`config.mk`:
```
export PLATFORM = sky130hd
export DESIGN_NAME = doubly_linked_list_manager
export DESIGN_NICKNAME = d
export VERILOG_FILES = /design/src/dll_pkg.sv /design/src/doubly_linked_list_manager.sv /design/src/dll_ram.sv /design/src/dll_ctrl.sv
export SDC_FILE = /design/constraint.sdc
export NUM_CORES = 2
export LEC_CHECK = 0
export ABC_AREA = 1
export BUFFER_PORTS_ARGS = -buffer_cell sky130_fd_sc_hd__buf_2
export CAP_MARGIN = 20
export CELL_PAD_IN_SITES_DETAIL_PLACEMENT = 2
export CELL_PAD_IN_SITES_GLOBAL_PLACEMENT = 2
export CORE_ASPECT_RATIO = 1.25
export CORE_MARGIN = 2
export CORE_UTILIZATION = 38
export CTS_BUF_LIST = sky130_fd_sc_hd__clkbuf_16
export CTS_CLUSTER_DIAMETER = 120
export CTS_CLUSTER_SIZE = 28
export DETAILED_ROUTE_END_ITERATION = 8
export PLACE_DENSITY = 0.72
export SLEW_MARGIN = 20
export SYNTH_ARGS = -nofsm -noshare
export SYNTH_HDL_FRONTEND = slang
export SYNTH_SLANG_ARGS = --single-unit
```
`constraint.sdc`:
```
create_clock -name clk -period 6.8 [get_ports clk]
set_input_delay 1.36 -clock clk [delete_from_list [all_inputs] [get_ports clk]]
set_output_delay 1.36 -clock clk [all_outputs]
set_load 0.005 [all_outputs]
```
`src/dll_pkg.sv`:
```
// Shared constants, codes and memory request types of the linked list manager.
package dll_pkg;

	localparam int NODE_SLOTS   = 32;
	localparam int SLOT_W       = $clog2(NODE_SLOTS);
	localparam int LINK_W       = SLOT_W + 1;
	localparam int PAYLOAD_BITS = 32;
	localparam int NODE_W       = LINK_W + PAYLOAD_BITS;

	// link value meaning "no slot"
	localparam logic [LINK_W-1:0] NO_SLOT = LINK_W'(NODE_SLOTS);
	// node word is {prev, payload}; this mask selects the prev field
	localparam logic [NODE_W-1:0] PREV_MASK = {{LINK_W{1'b1}}, {PAYLOAD_BITS{1'b0}}};

	typedef enum logic [2:0] {
		CMD_INSERT  = 3'd0,
		CMD_APPEND  = 3'd1,
		CMD_REMOVE  = 3'd2,
		CMD_INSPECT = 3'd3,
		CMD_DESTROY = 3'd4
	} cmd_t;

	typedef enum logic [1:0] {
		STAT_OK         = 2'd0,
		STAT_LINKED     = 2'd1,
		STAT_NOT_LINKED = 2'd2,
		STAT_NO_ANCHOR  = 2'd3
	} status_t;

	typedef struct packed {
		logic              we;
		logic [SLOT_W-1:0] waddr;
		logic [LINK_W-1:0] wdata;
		logic              re;
		logic [SLOT_W-1:0] raddr;
	} next_req_t;

	typedef struct packed {
		logic              we;
		logic [SLOT_W-1:0] waddr;
		logic [NODE_W-1:0] wdata;
		logic [NODE_W-1:0] wmask;
		logic              re;
		logic [SLOT_W-1:0] raddr;
	} node_req_t;

endpackage

```
`src/doubly_linked_list_manager.sv`:
```
// Errors, an empty-list insert, inspect misses and empty destroy finish in the execute state;
// head insert adds a prev write-back to the old head; remove and inspect read the slot's
// links first; insert after an anchor and append read the anchor's next link, then do two
// link write-backs. One item at a time; destroy gives one result per cycle while the output
// is not stalled. Reset clears the linked flags, head, tail and count; link and payload
// memories are not cleared, since only linked slots are ever read.
module doubly_linked_list_manager (
	input  logic                             clk,
	input  logic                             arst_n,
	input  logic                             in_valid,
	output logic                             in_ready,
	input  logic [2:0]                       command,
	input  logic [dll_pkg::SLOT_W-1:0]       node_slot,
	input  logic [dll_pkg::SLOT_W-1:0]       anchor_slot,
	input  logic                             anchor_present,
	input  logic [dll_pkg::PAYLOAD_BITS-1:0] payload,
	output logic                             out_valid,
	input  logic                             out_ready,
	output logic [1:0]                       status,
	output logic [dll_pkg::PAYLOAD_BITS-1:0] payload_out,
	output logic [dll_pkg::SLOT_W-1:0]       slot_out,
	output logic [dll_pkg::LINK_W-1:0]       next_out,
	output logic [dll_pkg::LINK_W-1:0]       prev_out,
	output logic [dll_pkg::LINK_W-1:0]       head_out,
	output logic [dll_pkg::LINK_W-1:0]       tail_out,
	output logic [dll_pkg::LINK_W-1:0]       count_out,
	output logic                             last
);

	// Two memories hold the list:
	//   next memory : next link per slot
	//   node memory : {prev link, payload} per slot, prev field writable on its own
	// Splitting next from prev lets every unlink write both neighbors in the same cycle: the
	// predecessor's next and the successor's prev land in different memories.
	dll_pkg::next_req_t                next_req;
	dll_pkg::node_req_t                node_req;
	logic [dll_pkg::LINK_W-1:0]        next_rdata;
	logic [dll_pkg::NODE_W-1:0]        node_rdata;

	// The sequencer owns the linked flags, head/tail/count and the result register.
	// A finished result waits in that register while the next item is taken in;
	// the sequencer only stalls when it must load a new result into a full register.
	dll_ctrl u_ctrl (
		.clk            (clk),
		.arst_n         (arst_n),
		.in_valid       (in_valid),
		.in_ready       (in_ready),
		.command        (command),
		.node_slot      (node_slot),
		.anchor_slot    (anchor_slot),
		.anchor_present (anchor_present),
		.payload        (payload),
		.out_valid      (out_valid),
		.out_ready      (out_ready),
		.status         (status),
		.payload_out    (payload_out),
		.slot_out       (slot_out),
		.next_out       (next_out),
		.prev_out       (prev_out),
		.head_out       (head_out),
		.tail_out       (tail_out),
		.count_out      (count_out),
		.last           (last),
		.next_req       (next_req),
		.next_rdata     (next_rdata),
		.node_req       (node_req),
		.node_rdata     (node_rdata)
	);

	// Next-link memory: written full-width, no mask needed.
	dll_ram #(
		.DEPTH (dll_pkg::NODE_SLOTS),
		.WIDTH (dll_pkg::LINK_W)
	) u_next_ram (
		.clk   (clk),
		.we    (next_req.we),
		.waddr (next_req.waddr),
		.wdata (next_req.wdata),
		.wmask ({dll_pkg::LINK_W{1'b1}}),
		.re    (next_req.re),
		.raddr (next_req.raddr),
		.rdata (next_rdata)
	);

	// Node memory: prev link and payload; neighbor updates touch the prev field only.
	dll_ram #(
		.DEPTH (dll_pkg::NODE_SLOTS),
		.WIDTH (dll_pkg::NODE_W)
	) u_node_ram (
		.clk   (clk),
		.we    (node_req.we),
		.waddr (node_req.waddr),
		.wdata (node_req.wdata),
		.wmask (node_req.wmask),
		.re    (node_req.re),
		.raddr (node_req.raddr),
		.rdata (node_rdata)
	);

endmodule

```
`src/dll_ram.sv`:
```
// Generic single-write, single-read synchronous RAM with bit write mask.
module dll_ram #(
	parameter int DEPTH = 32,
	parameter int WIDTH = 8
) (
	input  logic                     clk,
	input  logic                     we,
	input  logic [$clog2(DEPTH)-1:0] waddr,
	input  logic [WIDTH-1:0]         wdata,
	input  logic [WIDTH-1:0]         wmask,
	input  logic                     re,
	input  logic [$clog2(DEPTH)-1:0] raddr,
	output logic [WIDTH-1:0]         rdata
);

	logic [WIDTH-1:0] mem [DEPTH];

	always_ff @(posedge clk) begin
		if (we) begin
			for (int i = 0; i < WIDTH; i++) begin
				if (wmask[i]) begin
					mem[waddr][i] <= wdata[i];
				end
			end
		end
	end

	// read data holds until the next read
	always_ff @(posedge clk) begin
		if (re) begin
			rdata <= mem[raddr];
		end
	end

endmodule

```
`src/dll_ctrl.sv`:
```
// Command sequencer: link flags, head/tail/count, memory accesses, result register.
module dll_ctrl (
	input  logic                            clk,
	input  logic                            arst_n,
	input  logic                            in_valid,
	output logic                            in_ready,
	input  logic [2:0]                      command,
	input  logic [dll_pkg::SLOT_W-1:0]      node_slot,
	input  logic [dll_pkg::SLOT_W-1:0]      anchor_slot,
	input  logic                            anchor_present,
	input  logic [dll_pkg::PAYLOAD_BITS-1:0] payload,
	output logic                            out_valid,
	input  logic                            out_ready,
	output logic [1:0]                      status,
	output logic [dll_pkg::PAYLOAD_BITS-1:0] payload_out,
	output logic [dll_pkg::SLOT_W-1:0]      slot_out,
	output logic [dll_pkg::LINK_W-1:0]      next_out,
	output logic [dll_pkg::LINK_W-1:0]      prev_out,
	output logic [dll_pkg::LINK_W-1:0]      head_out,
	output logic [dll_pkg::LINK_W-1:0]      tail_out,
	output logic [dll_pkg::LINK_W-1:0]      count_out,
	output logic                            last,
	output dll_pkg::next_req_t              next_req,
	input  logic [dll_pkg::LINK_W-1:0]      next_rdata,
	output dll_pkg::node_req_t              node_req,
	input  logic [dll_pkg::NODE_W-1:0]      node_rdata
);

	typedef enum logic [2:0] {
		ST_IDLE,
		ST_EXEC,
		ST_HEAD2,
		ST_INS1,
		ST_INS2,
		ST_UNLINK,
		ST_DESTROY
	} state_t;

	state_t                             state_q, state_d;
	logic [dll_pkg::NODE_SLOTS-1:0]     linked_q, linked_d;
	logic [dll_pkg::LINK_W-1:0]         head_q, head_d;
	logic [dll_pkg::LINK_W-1:0]         tail_q, tail_d;
	logic [dll_pkg::LINK_W-1:0]         count_q, count_d;
	logic                               out_valid_q;

	logic [2:0]                         cmd_q;
	logic [dll_pkg::SLOT_W-1:0]         slot_q;
	logic [dll_pkg::SLOT_W-1:0]         anchor_q;
	logic                               anchor_present_q;
	logic [dll_pkg::PAYLOAD_BITS-1:0]   pay_q;

	logic [1:0]                         status_q;
	logic [dll_pkg::PAYLOAD_BITS-1:0]   payload_out_q;
	logic [dll_pkg::SLOT_W-1:0]         slot_out_q;
	logic [dll_pkg::LINK_W-1:0]         next_out_q;
	logic [dll_pkg::LINK_W-1:0]         prev_out_q;
	logic [dll_pkg::LINK_W-1:0]         head_out_q;
	logic [dll_pkg::LINK_W-1:0]         tail_out_q;
	logic [dll_pkg::LINK_W-1:0]         count_out_q;
	logic                               last_q;

	logic                               emit;
	dll_pkg::status_t                   e_status;
	logic [dll_pkg::PAYLOAD_BITS-1:0]   e_pay;
	logic [dll_pkg::SLOT_W-1:0]         e_slot;
	logic [dll_pkg::LINK_W-1:0]         e_next;
	logic [dll_pkg::LINK_W-1:0]         e_prev;
	logic                               e_last;

	logic                               out_free;
	logic                               slot_linked;
	logic                               anchor_linked;
	dll_pkg::status_t                   ins_status;
	logic [dll_pkg::SLOT_W-1:0]         ins_anchor;
	logic [dll_pkg::LINK_W-1:0]         nx_rd;
	logic [dll_pkg::LINK_W-1:0]         pv_rd;
	logic [dll_pkg::PAYLOAD_BITS-1:0]   pay_rd;
	logic [dll_pkg::SLOT_W-1:0]         tail_idx;

	assign out_free = !out_valid_q || out_ready;
	assign in_ready = (state_q == ST_IDLE);

	assign slot_linked = (dll_pkg::LINK_W'(slot_q) < dll_pkg::LINK_W'(dll_pkg::NODE_SLOTS))
		&& linked_q[slot_q];
	assign anchor_linked = (dll_pkg::LINK_W'(anchor_q) < dll_pkg::LINK_W'(dll_pkg::NODE_SLOTS))
		&& linked_q[anchor_q];

	assign nx_rd    = next_rdata;
	assign pv_rd    = node_rdata[dll_pkg::NODE_W-1 -: dll_pkg::LINK_W];
	assign pay_rd   = node_rdata[dll_pkg::PAYLOAD_BITS-1:0];
	assign tail_idx = tail_q[dll_pkg::SLOT_W-1:0];

	// append links after the current tail
	assign ins_anchor = (cmd_q == dll_pkg::CMD_APPEND) ? tail_idx : anchor_q;

	always_comb begin
		if (dll_pkg::LINK_W'(slot_q) >= dll_pkg::LINK_W'(dll_pkg::NODE_SLOTS)) begin
			ins_status = dll_pkg::STAT_NOT_LINKED;
		end else if (linked_q[slot_q]) begin
			ins_status = dll_pkg::STAT_LINKED;
		end else if (cmd_q == dll_pkg::CMD_INSERT && anchor_present_q && !anchor_linked) begin
			ins_status = dll_pkg::STAT_NO_ANCHOR;
		end else begin
			ins_status = dll_pkg::STAT_OK;
		end
	end

	always_comb begin
		state_d  = state_q;
		linked_d = linked_q;
		head_d   = head_q;
		tail_d   = tail_q;
		count_d  = count_q;
		emit     = 1'b0;
		e_status = dll_pkg::STAT_OK;
		e_pay    = '0;
		e_slot   = slot_q;
		e_next   = dll_pkg::NO_SLOT;
		e_prev   = dll_pkg::NO_SLOT;
		e_last   = 1'b1;
		next_req = '0;
		node_req = '0;

		unique case (state_q)
			ST_IDLE: begin
				if (in_valid) begin
					state_d = ST_EXEC;
				end
			end
			ST_EXEC: begin
				case (cmd_q)
					dll_pkg::CMD_INSERT, dll_pkg::CMD_APPEND: begin
						if (ins_status != dll_pkg::STAT_OK) begin
							if (out_free) begin
								emit     = 1'b1;
								e_status = ins_status;
								state_d  = ST_IDLE;
							end
						end else if (count_q == '0) begin
							// first node: both links empty
							if (out_free) begin
								next_req.we     = 1'b1;
								next_req.waddr  = slot_q;
								next_req.wdata  = dll_pkg::NO_SLOT;
								node_req.we     = 1'b1;
								node_req.waddr  = slot_q;
								node_req.wdata  = {dll_pkg::NO_SLOT, pay_q};
								node_req.wmask  = '1;
								linked_d[slot_q] = 1'b1;
								head_d  = dll_pkg::LINK_W'(slot_q);
								tail_d  = dll_pkg::LINK_W'(slot_q);
								count_d = dll_pkg::LINK_W'(1);
								emit    = 1'b1;
								state_d = ST_IDLE;
							end
						end else if (cmd_q == dll_pkg::CMD_INSERT && !anchor_present_q) begin
							next_req.we    = 1'b1;
							next_req.waddr = slot_q;
							next_req.wdata = head_q;
							node_req.we    = 1'b1;
							node_req.waddr = slot_q;
							node_req.wdata = {dll_pkg::NO_SLOT, pay_q};
							node_req.wmask = '1;
							state_d = ST_HEAD2;
						end else begin
							next_req.re    = 1'b1;
							next_req.raddr = ins_anchor;
							state_d = ST_INS1;
						end
					end
					dll_pkg::CMD_REMOVE, dll_pkg::CMD_INSPECT: begin
						if (!slot_linked) begin
							if (out_free) begin
								emit     = 1'b1;
								e_status = dll_pkg::STAT_NOT_LINKED;
								state_d  = ST_IDLE;
							end
						end else begin
							next_req.re    = 1'b1;
							next_req.raddr = slot_q;
							node_req.re    = 1'b1;
							node_req.raddr = slot_q;
							state_d = ST_UNLINK;
						end
					end
					dll_pkg::CMD_DESTROY: begin
						if (count_q == '0) begin
							if (out_free) begin
								emit    = 1'b1;
								e_slot  = '0;
								state_d = ST_IDLE;
							end
						end else begin
							node_req.re    = 1'b1;
							node_req.raddr = tail_idx;
							state_d = ST_DESTROY;
						end
					end
					default: begin
						if (out_free) begin
							emit    = 1'b1;
							e_slot  = '0;
							state_d = ST_IDLE;
						end
					end
				endcase
			end
			ST_HEAD2: begin
				if (out_free) begin
					node_req.we    = 1'b1;
					node_req.waddr = head_q[dll_pkg::SLOT_W-1:0];
					node_req.wdata = {dll_pkg::LINK_W'(slot_q), dll_pkg::PAYLOAD_BITS'(0)};
					node_req.wmask = dll_pkg::PREV_MASK;
					linked_d[slot_q] = 1'b1;
					head_d  = dll_pkg::LINK_W'(slot_q);
					count_d = count_q + dll_pkg::LINK_W'(1);
					emit    = 1'b1;
					state_d = ST_IDLE;
				end
			end
			ST_INS1: begin
				next_req.we    = 1'b1;
				next_req.waddr = slot_q;
				next_req.wdata = nx_rd;
				node_req.we    = 1'b1;
				node_req.waddr = slot_q;
				node_req.wdata = {dll_pkg::LINK_W'(ins_anchor), pay_q};
				node_req.wmask = '1;
				state_d = ST_INS2;
			end
			ST_INS2: begin
				if (out_free) begin
					next_req.we    = 1'b1;
					next_req.waddr = ins_anchor;
					next_req.wdata = dll_pkg::LINK_W'(slot_q);
					if (nx_rd == dll_pkg::NO_SLOT) begin
						tail_d = dll_pkg::LINK_W'(slot_q);
					end else begin
						node_req.we    = 1'b1;
						node_req.waddr = nx_rd[dll_pkg::SLOT_W-1:0];
						node_req.wdata = {dll_pkg::LINK_W'(slot_q), dll_pkg::PAYLOAD_BITS'(0)};
						node_req.wmask = dll_pkg::PREV_MASK;
					end
					linked_d[slot_q] = 1'b1;
					count_d = count_q + dll_pkg::LINK_W'(1);
					emit    = 1'b1;
					state_d = ST_IDLE;
				end
			end
			ST_UNLINK: begin
				if (out_free) begin
					emit    = 1'b1;
					e_pay   = pay_rd;
					state_d = ST_IDLE;
					if (cmd_q == dll_pkg::CMD_INSPECT) begin
						e_next = nx_rd;
						e_prev = pv_rd;
					end else begin
						if (pv_rd == dll_pkg::NO_SLOT) begin
							head_d = nx_rd;
						end else begin
							next_req.we    = 1'b1;
							next_req.waddr = pv_rd[dll_pkg::SLOT_W-1:0];
							next_req.wdata = nx_rd;
						end
						if (nx_rd == dll_pkg::NO_SLOT) begin
							tail_d = pv_rd;
						end else begin
							node_req.we    = 1'b1;
							node_req.waddr = nx_rd[dll_pkg::SLOT_W-1:0];
							node_req.wdata = {pv_rd, dll_pkg::PAYLOAD_BITS'(0)};
							node_req.wmask = dll_pkg::PREV_MASK;
						end
						linked_d[slot_q] = 1'b0;
						count_d = count_q - dll_pkg::LINK_W'(1);
					end
				end
			end
			ST_DESTROY: begin
				// one tail node per cycle while the output is not stalled; the prev read of the new tail overlaps
				if (out_free) begin
					if (pv_rd == dll_pkg::NO_SLOT) begin
						head_d  = dll_pkg::NO_SLOT;
						state_d = ST_IDLE;
					end else begin
						next_req.we    = 1'b1;
						next_req.waddr = pv_rd[dll_pkg::SLOT_W-1:0];
						next_req.wdata = dll_pkg::NO_SLOT;
						node_req.re    = 1'b1;
						node_req.raddr = pv_rd[dll_pkg::SLOT_W-1:0];
					end
					tail_d  = pv_rd;
					count_d = count_q - dll_pkg::LINK_W'(1);
					linked_d[tail_idx] = 1'b0;
					emit   = 1'b1;
					e_pay  = pay_rd;
					e_slot = tail_idx;
					e_last = (pv_rd == dll_pkg::NO_SLOT);
				end
			end
			default: begin
				state_d = ST_IDLE;
			end
		endcase
	end

	always_ff @(posedge clk or negedge arst_n) begin
		if (!arst_n) begin
			state_q     <= ST_IDLE;
			linked_q    <= '0;
			head_q      <= dll_pkg::NO_SLOT;
			tail_q      <= dll_pkg::NO_SLOT;
			count_q     <= '0;
			out_valid_q <= 1'b0;
		end else begin
			state_q  <= state_d;
			linked_q <= linked_d;
			head_q   <= head_d;
			tail_q   <= tail_d;
			count_q  <= count_d;
			if (emit) begin
				out_valid_q <= 1'b1;
			end else if (out_ready) begin
				out_valid_q <= 1'b0;
			end
		end
	end

	// item and result payload registers
	always_ff @(posedge clk) begin
		if (state_q == ST_IDLE && in_valid) begin
			cmd_q            <= command;
			slot_q           <= node_slot;
			anchor_q         <= anchor_slot;
			anchor_present_q <= anchor_present;
			pay_q            <= payload;
		end
		if (emit) begin
			status_q      <= e_status;
			payload_out_q <= e_pay;
			slot_out_q    <= e_slot;
			next_out_q    <= e_next;
			prev_out_q    <= e_prev;
			head_out_q    <= head_d;
			tail_out_q    <= tail_d;
			count_out_q   <= count_d;
			last_q        <= e_last;
		end
	end

	assign out_valid   = out_valid_q;
	assign status      = status_q;
	assign payload_out = payload_out_q;
	assign slot_out    = slot_out_q;
	assign next_out    = next_out_q;
	assign prev_out    = prev_out_q;
	assign head_out    = head_out_q;
	assign tail_out    = tail_out_q;
	assign count_out   = count_out_q;
	assign last        = last_q;

endmodule

```
# --- Yosys cells after proc, flatten, opt, wreduce, memory -nomap -nowiden ---
# Memories as Yosys holds them, arrays and structs flattened. A register that Yosys moved wholly into a read port is not among the register bits.
# Index checks and enable logic that the tools add are counted.
op_classes:
  muxes: 228
  div: 0
  add_sub_neg: 2
  reduce_logical: 28
  n_bitwise: 5
  mul: 0
  magnitude_cmp: 5
  shifts: 0
  eq_ne: 20
op_table:
  columns: ["cell", "count"]
  rows:
  - ["2-to-1 mux 82 bit", 11]
  - ["one-hot mux 82 bit (5 select lines)", 1]
  - ["2-to-1 mux 32 bit", 7]
  - ["2-to-1 mux 6 bit", 34]
  - ["one-hot mux 32 bit (4 select lines)", 1]
  - ["2-to-1 mux 1 bit", 127]
  - ["2-to-1 mux 12 bit", 10]
  - ["one-hot mux 6 bit (4 select lines)", 3]
  - ["AND 32 bit", 2]
  - ["NOT 32 bit", 2]
  - ["one-hot mux 12 bit (5 select lines)", 1]
  - ["one-hot mux 6 bit (2 select lines)", 3]
  - ["bitwise OR 32 bit", 1]
  - ["2-to-1 mux 3 bit", 8]
  - ["2-to-1 mux 5 bit", 4]
  - ["one-hot mux 5 bit (2 select lines)", 2]
  - ["< comparator 5 x 6 -> 1 bit, second input constant", 3]
  - ["2-to-1 mux 18 bit", 1]
  - ["one-hot mux 3 bit (5 select lines)", 1]
  - ["== test 3 x 2 -> 1 bit, second input constant", 4]
  - ["== test 3 bit, second input constant", 4]
  - ["== test 6 bit, second input constant", 2]
  - ["2-to-1 mux 2 bit", 6]
  - ["binary-select mux 1 bit (select 5 bit)", 2]
  - ["other kinds (24)", 48]
word_totals:
  regBits: 170
  mem_bits_rw: 1408
  out_inout_bits: 72
  memories: 2
  latchBits: 0
  wordCells: 310
  inputBits: 50
  romBits: 0
memory_table:
  columns: ["memory", "depth", "width", "rd", "rd_ports_with_merged_regs", "wr", "line", "text"]
  rows:
  - ["u_node_ram.mem", 32, 38, 1, 1, 1, "dll_ram.sv:16", "logic [WIDTH-1:0] mem [DEPTH];"]
  - ["u_next_ram.mem", 32, 6, 1, 1, 1, "dll_ram.sv:16", null]

# --- Longest topological paths before layout ---
logic_depth:
  ltp_word: 13
  ltp_mapped: 23
  ltp_nobuf: 22

# --- Hierarchy ---
# A second synthesis with hierarchy kept.
unflattened:
  cells_unflattened: 7937
  area_unflattened_um2: 75443.6
by_module_without_submodules:
  columns: ["mod", "cells_each", "area_per_inst_um2", "n_inst", "seq_area_each_um2"]
  rows:
  - ["dll_ram (u_node_ram)", 5691, 56196.4, 1, 37656.1]
  - ["dll_ctrl", 1324, 10297.4, 1, 4837.1]
  - ["dll_ram (u_next_ram)", 921, 8946.1, 1, 5945.7]
  - ["doubly_linked_list_manager", 1, 3.8, 1, 0.0]

# --- Worst setup path after synthesis ---
# OpenSTA, ideal clock, no wires.
synth_path:
  kind: "input to register"
  start: "in out_ready"
  end: "reg u_ctrl.count_out_q, in the netlist u_ctrl.count_out[0], enable pin"
  n_path_buf: 3
  setup_ns: 0.595
  setup_slack_ns: -0.785
  path_stages: 5
  arrival_time_ns: 6.990
  required_ns: 6.205
  cell_sequence: "nor2_1 > clkbuf_1 > clkbuf_1 > clkbuf_1 > o21ai_0"
synth_via:
  elab_chain_cells: 6
  word_cells_on_any_way: 7
  classes_between: "6 x mux; 1 x reduce/logical"
synth_rtl:
  columns: ["element", "line", "text"]
  rows:
  - ["from (decl)", "doubly_linked_list_manager.sv:18", "input logic out_ready,"]
  - ["logical OR 1 bit *", "dll_ctrl.sv:80", "assign out_free = !out_valid_q || out_ready;"]
  - ["2-to-1 mux 1 bit *", null, null]
  - ["2-to-1 mux 1 bit", "dll_ctrl.sv:139", "end else if (count_q == '0) begin"]
  - ["2-to-1 mux 1 bit", "dll_ctrl.sv:133", "if (ins_status != dll_pkg::STAT_OK) begin"]
  - ["one-hot mux 1 bit (3 select lines)", "dll_ctrl.sv:131", "case (cmd_q)"]
  - ["one-hot mux 1 bit (2 select lines) *", "dll_ctrl.sv:124", "unique case (state_q)"]
  - ["via u_ctrl.emit", "dll_ctrl.sv:62", "logic emit;"]
  - ["to (signal assigned)", "dll_ctrl.sv:346", "count_out_q <= count_d;"]
  - ["to (decl)", "dll_ctrl.sv:59", "logic [dll_pkg::LINK_W-1:0] count_out_q;"]
# Mark *: on every way through the listed nets, which the timed path passes. The rest lies on a longest branch.
# A chain may end at the register's enable or synchronous reset.

# --- Worst setup path after layout ---
layout_path:
  start: "reg u_ctrl.count_q[0] (netlist name)"
  end: "mem u_node_ram.mem[19][4] (netlist name), enable pin"
layout_via:
  elab_chain_cells: 8
layout_rtl:
  columns: ["element", "line", "text"]
  rows:
  - ["from (decl)", "dll_ctrl.sv:43", "logic [dll_pkg::LINK_W-1:0] count_q, count_d;"]
  - ["from (signal assigned)", "dll_ctrl.sv:320", "count_q <= count_d;"]
  - ["zero test 6 bit *", "dll_ctrl.sv:139", null]
  - ["2-to-1 mux 82 bit *", "dll_ctrl.sv:139", null]
  - ["2-to-1 mux 82 bit *", "dll_ctrl.sv:133", null]
  - ["2-to-1 mux 82 bit *", "dll_ctrl.sv:131", null]
  - ["one-hot mux 82 bit (5 select lines) *", "dll_ctrl.sv:124", null]
  - ["2-to-1 mux 1 bit", "dll_ram.sv:21", "if (wmask[i]) begin"]
  - ["2-to-1 mux 1 bit", "dll_ram.sv:19", "if (we) begin"]
  - ["2-to-1 mux 1 bit (implied by the code)", "dll_ram.sv:22", "mem[waddr][i] <= wdata[i];"]
  - ["to (decl)", "dll_ram.sv:16", null]
# Every way passes the cells marked *; elsewhere a longest branch is shown, timed or not.

==> metrics.md <==
| Metric | Value |
|---|---|
| CTS buffer count | 68 |
| Most used DFF post-synth | edfxtp_1 |
| Max-Cap Viols | 0 |
| Static leakage | 30.7 nW |
| Clock buffer depth | 3 |
| Buffers on Ports | 121 |
| Syn Inst Count | 6,929 |
| Post-synth EDFFs | 1,568 |
| Final antenna-violating net count | 0 |
| Worst skew pair latency | 0.76 ns |
| Overall Global Routing Usage | 26.2% |
| Distinct cell type count of the synthesized netlist | 52 |
| Grt ovf | 0 |
| H-tree levels | 3 |
| DRT iter0 DRCs | 4,005 |
| Period utilization | 82.9% |
| Crit. End Element | register |
| Worst hold slack | 0.578 ns |
| Sum of negative setup slack | 0 ns |
| Critical path class | reg2reg |
| Worst slew margin | 25.7% |
| Critical Path RT | 7.19 ns |
| Final Max Tran Viols | 0 |
| # DRC | 0 |
| Nets | 6,915 |
| Post-Layout Cell Count | 9,435 |
| Most frequent cells in the layout | 1,568 x edfxtp_1, 1,475 x nand3_1, 1,185 x nand2_1, 1,059 x inv_1, 508 x nand3b_1 |
| Via count | 52,800 |
| Die area | 197,000 um2 |
| Hold buffers post-CTS | 0 |
| First-pass GRT wire length | 385,000 um |
| Hpwl dp | 155,000 um |
| Vias per cell | 5.60 |
| Die Span Y | 495 um |
| Number of global-route vias before repair | 57,300 |
| Yosys Warn Count | 0 |
| Crit path DAT | 6.03 ns |
| Critical-path maximum fanout | 27 |
| Clock sink total | 1,622 |
| CTS tree | done |
| Num rows | 180 |
| Largest net degree at the start of global routing | 176 |
| Syn nets | 6,982 |
| Hold Path Cell Cnt | 2 |
| Clock slew at reported path FFs | 0.11 ns |
| Tightest Pin Transition | 1.10 ns |
| Initial antenna violation count | 3 |
| Layout area overhead | 8.09% |
| Fin crit period | 5.64 ns |
| Final Skew | 0.0501 ns |
| Fraction of layout cells with a size suffix above 1 | 7.12% |
| Number of setup buffers added after CTS | 0 |
| Outcome | completed |
| Synth Area per Inst | 10.6 um2 |
| Hold Crit Class | reg2reg |
| R2R cell count | 15 |
| Die width | 397 um |
| Drt pass-1 iters | 5 |
| Total core area | 192,000 um2 |
| Initial core utilization | 38.2% |
| Crit start category | register |
| Async set or reset register ratio after synthesis | 3.33% |
| Wire per inst | 27.5 um |
| Routed Wire Length | 259,000 um |
| Maximum clock rate | 177 MHz |
| Post-CTS resize count | 0 |
| PwrDens | 305 nW/um2 |
| Synthesized flop and latch total | 1,622 |
| Mapped cell area | 73,400 um2 |
| I/O pin cnt | 122 |
| Worst IR Drop VDD | 0.000389 V |
| RSZ-0062 raised after global routing | no |
| Finish-stage setup viols | 0 |
| Commonest non-fill, non-tap cell in the layout | edfxtp_1 |
| Pwr Total | 24.2 mW |
| Final Hold Fails | 0 |
| Post-synthesis sequential area ratio | 66.0% |
| Inst Count DP | 9,339 |
| Placer Congestion | 0.895 |
| CTS Root Cell | clkbuf_16 |
[cells in the mapped netlist (all sizes together), types with 10 or more instances]
library cell	n	share of area, %
nor2	251	1.3
nor3	69	0.51
dfrtp	52	1.8
a32oi	11	0.13
a221oi	23	0.27
inv	1066	5.5
a31oi	10	0.085
nand3	1477	10
a21oi	90	0.64
nand3b	508	5.2
clkinv	12	0.061
nand2	1198	6.2
buf	224	1.5
o21ai	93	0.64
o22ai	14	0.12
edfxtp	1568	64
clkbuf	192	0.98
[routing by layer]
| layer | part of all wire [%] | up-vias | wire length, um | track usage (%) |
|---|---|---|---|---|
| met4 | 3.4 | 2 | 8870 | 8.81 |
| met2 | 52 | 1147 | 134000 | 47.3 |
| met3 | 3.3 | 356 | 8650 | 2.00 |
| li1 | - | 23400 | - | - |
| met5 | 0.0042 | - | 11 | 0 |
| met1 | 42 | 27900 | 108000 | 33.0 |
[where the power goes]
part           leakage, nW  internal (mW)  switching [mW]
clock network        0.997           1.93            3.23
registers             16.0           11.9           0.386
logic                 13.7           1.68            5.07
total                 30.7           15.5            8.69
[sequential cells by signal (all words and copies together) (netlist names), 2 cells and up]
register / flops
u_ctrl.pay_q: 32
u_ctrl.anchor_q: 5
u_ctrl.next_out: 6
u_next_ram.rdata: 6
u_next_ram.mem: 192
u_ctrl.state_q: 3
u_ctrl.slot_q: 5
u_ctrl.head_q: 6
u_ctrl.head_out: 6
u_ctrl.linked_q: 32
u_ctrl.count_out: 6
u_node_ram.rdata: 38
u_ctrl.prev_out: 6
u_ctrl.count_q: 6
u_ctrl.tail_out: 6
u_ctrl.status: 2
u_node_ram.mem: 1216
u_ctrl.cmd_q: 3
u_ctrl.payload_out: 32
u_ctrl.slot_out: 5
u_ctrl.tail_q: 6
[path summary, 6_finish.rpt]
kind | from | slack (ns) | endpoint
setup / recovery | u_ctrl.count_q[0] | 1.16 | u_node_ram.mem[19][4]
hold / removal | u_ctrl.linked_q[23] | 0.58 | u_ctrl.linked_q[23]
setup reg to reg | u_ctrl.count_q[0] | 1.16 | u_node_ram.mem[19][4]
hold reg to reg | u_ctrl.linked_q[23] | 0.58 | u_ctrl.linked_q[23]
max in group asynchronous | arst_n | 5.38 | u_ctrl.state_q[2]
min in group asynchronous | arst_n | 0.81 | u_ctrl.linked_q[3]
[kinds of logic after synthesis]
group | after synthesis | share of synthesized area, %
XOR/XNOR | 1 | 0.0119
AO/OA/AOI/OAI | 288 | 2.41
AND/OR/NAND/NOR | 3514 | 23.4
flip-flops | 1622 | 66.0
adder cells (fa/ha/maj) | 3 | 0.0512
multiplexers | 7 | 0.107
buffers and inverters | 1494 | 8.04
[worst max-delay path: stages (launching register included)]
cell and delay [ns]:
dfrtp_1 0.44, inv_1 0.16, ha_1 0.21, nand3_1 0.15
nor3_2 0.44, inv_1 0.24, nand3_1 0.51, o31ai_1 0.24
nand2_2 0.25, nand2_1 0.20, inv_4 0.48, o221ai_2 0.23
nor2_1 0.19, nand2_1 0.44, nor3_2 0.50, buf_4 0.55
[final cells by class]
type / count / area (um2)
multi-input combinational: 3813 / 19600
clock inverter: 23 / 145
antenna: 1 / 2.50
tap: 2548 / 3190
fill: 20100 / 113000
sequential: 1622 / 48400
inverter: 1078 / 4060
timing repair buffer: 279 / 2140
clock buffer: 71 / 1780
[through the flow]
stage	area, um2	worst slack [ns]	utilization, %
after floorplan	73400	1.11	-
after global placement	77300	1.23	40.3
after detailed placement	77400	1.18	40.3
after CTS	79300	1.20	41.3
after global routing	79300	0.819	41.3
final	79300	1.16	41.3
Power figures use the tool's default switching activity.
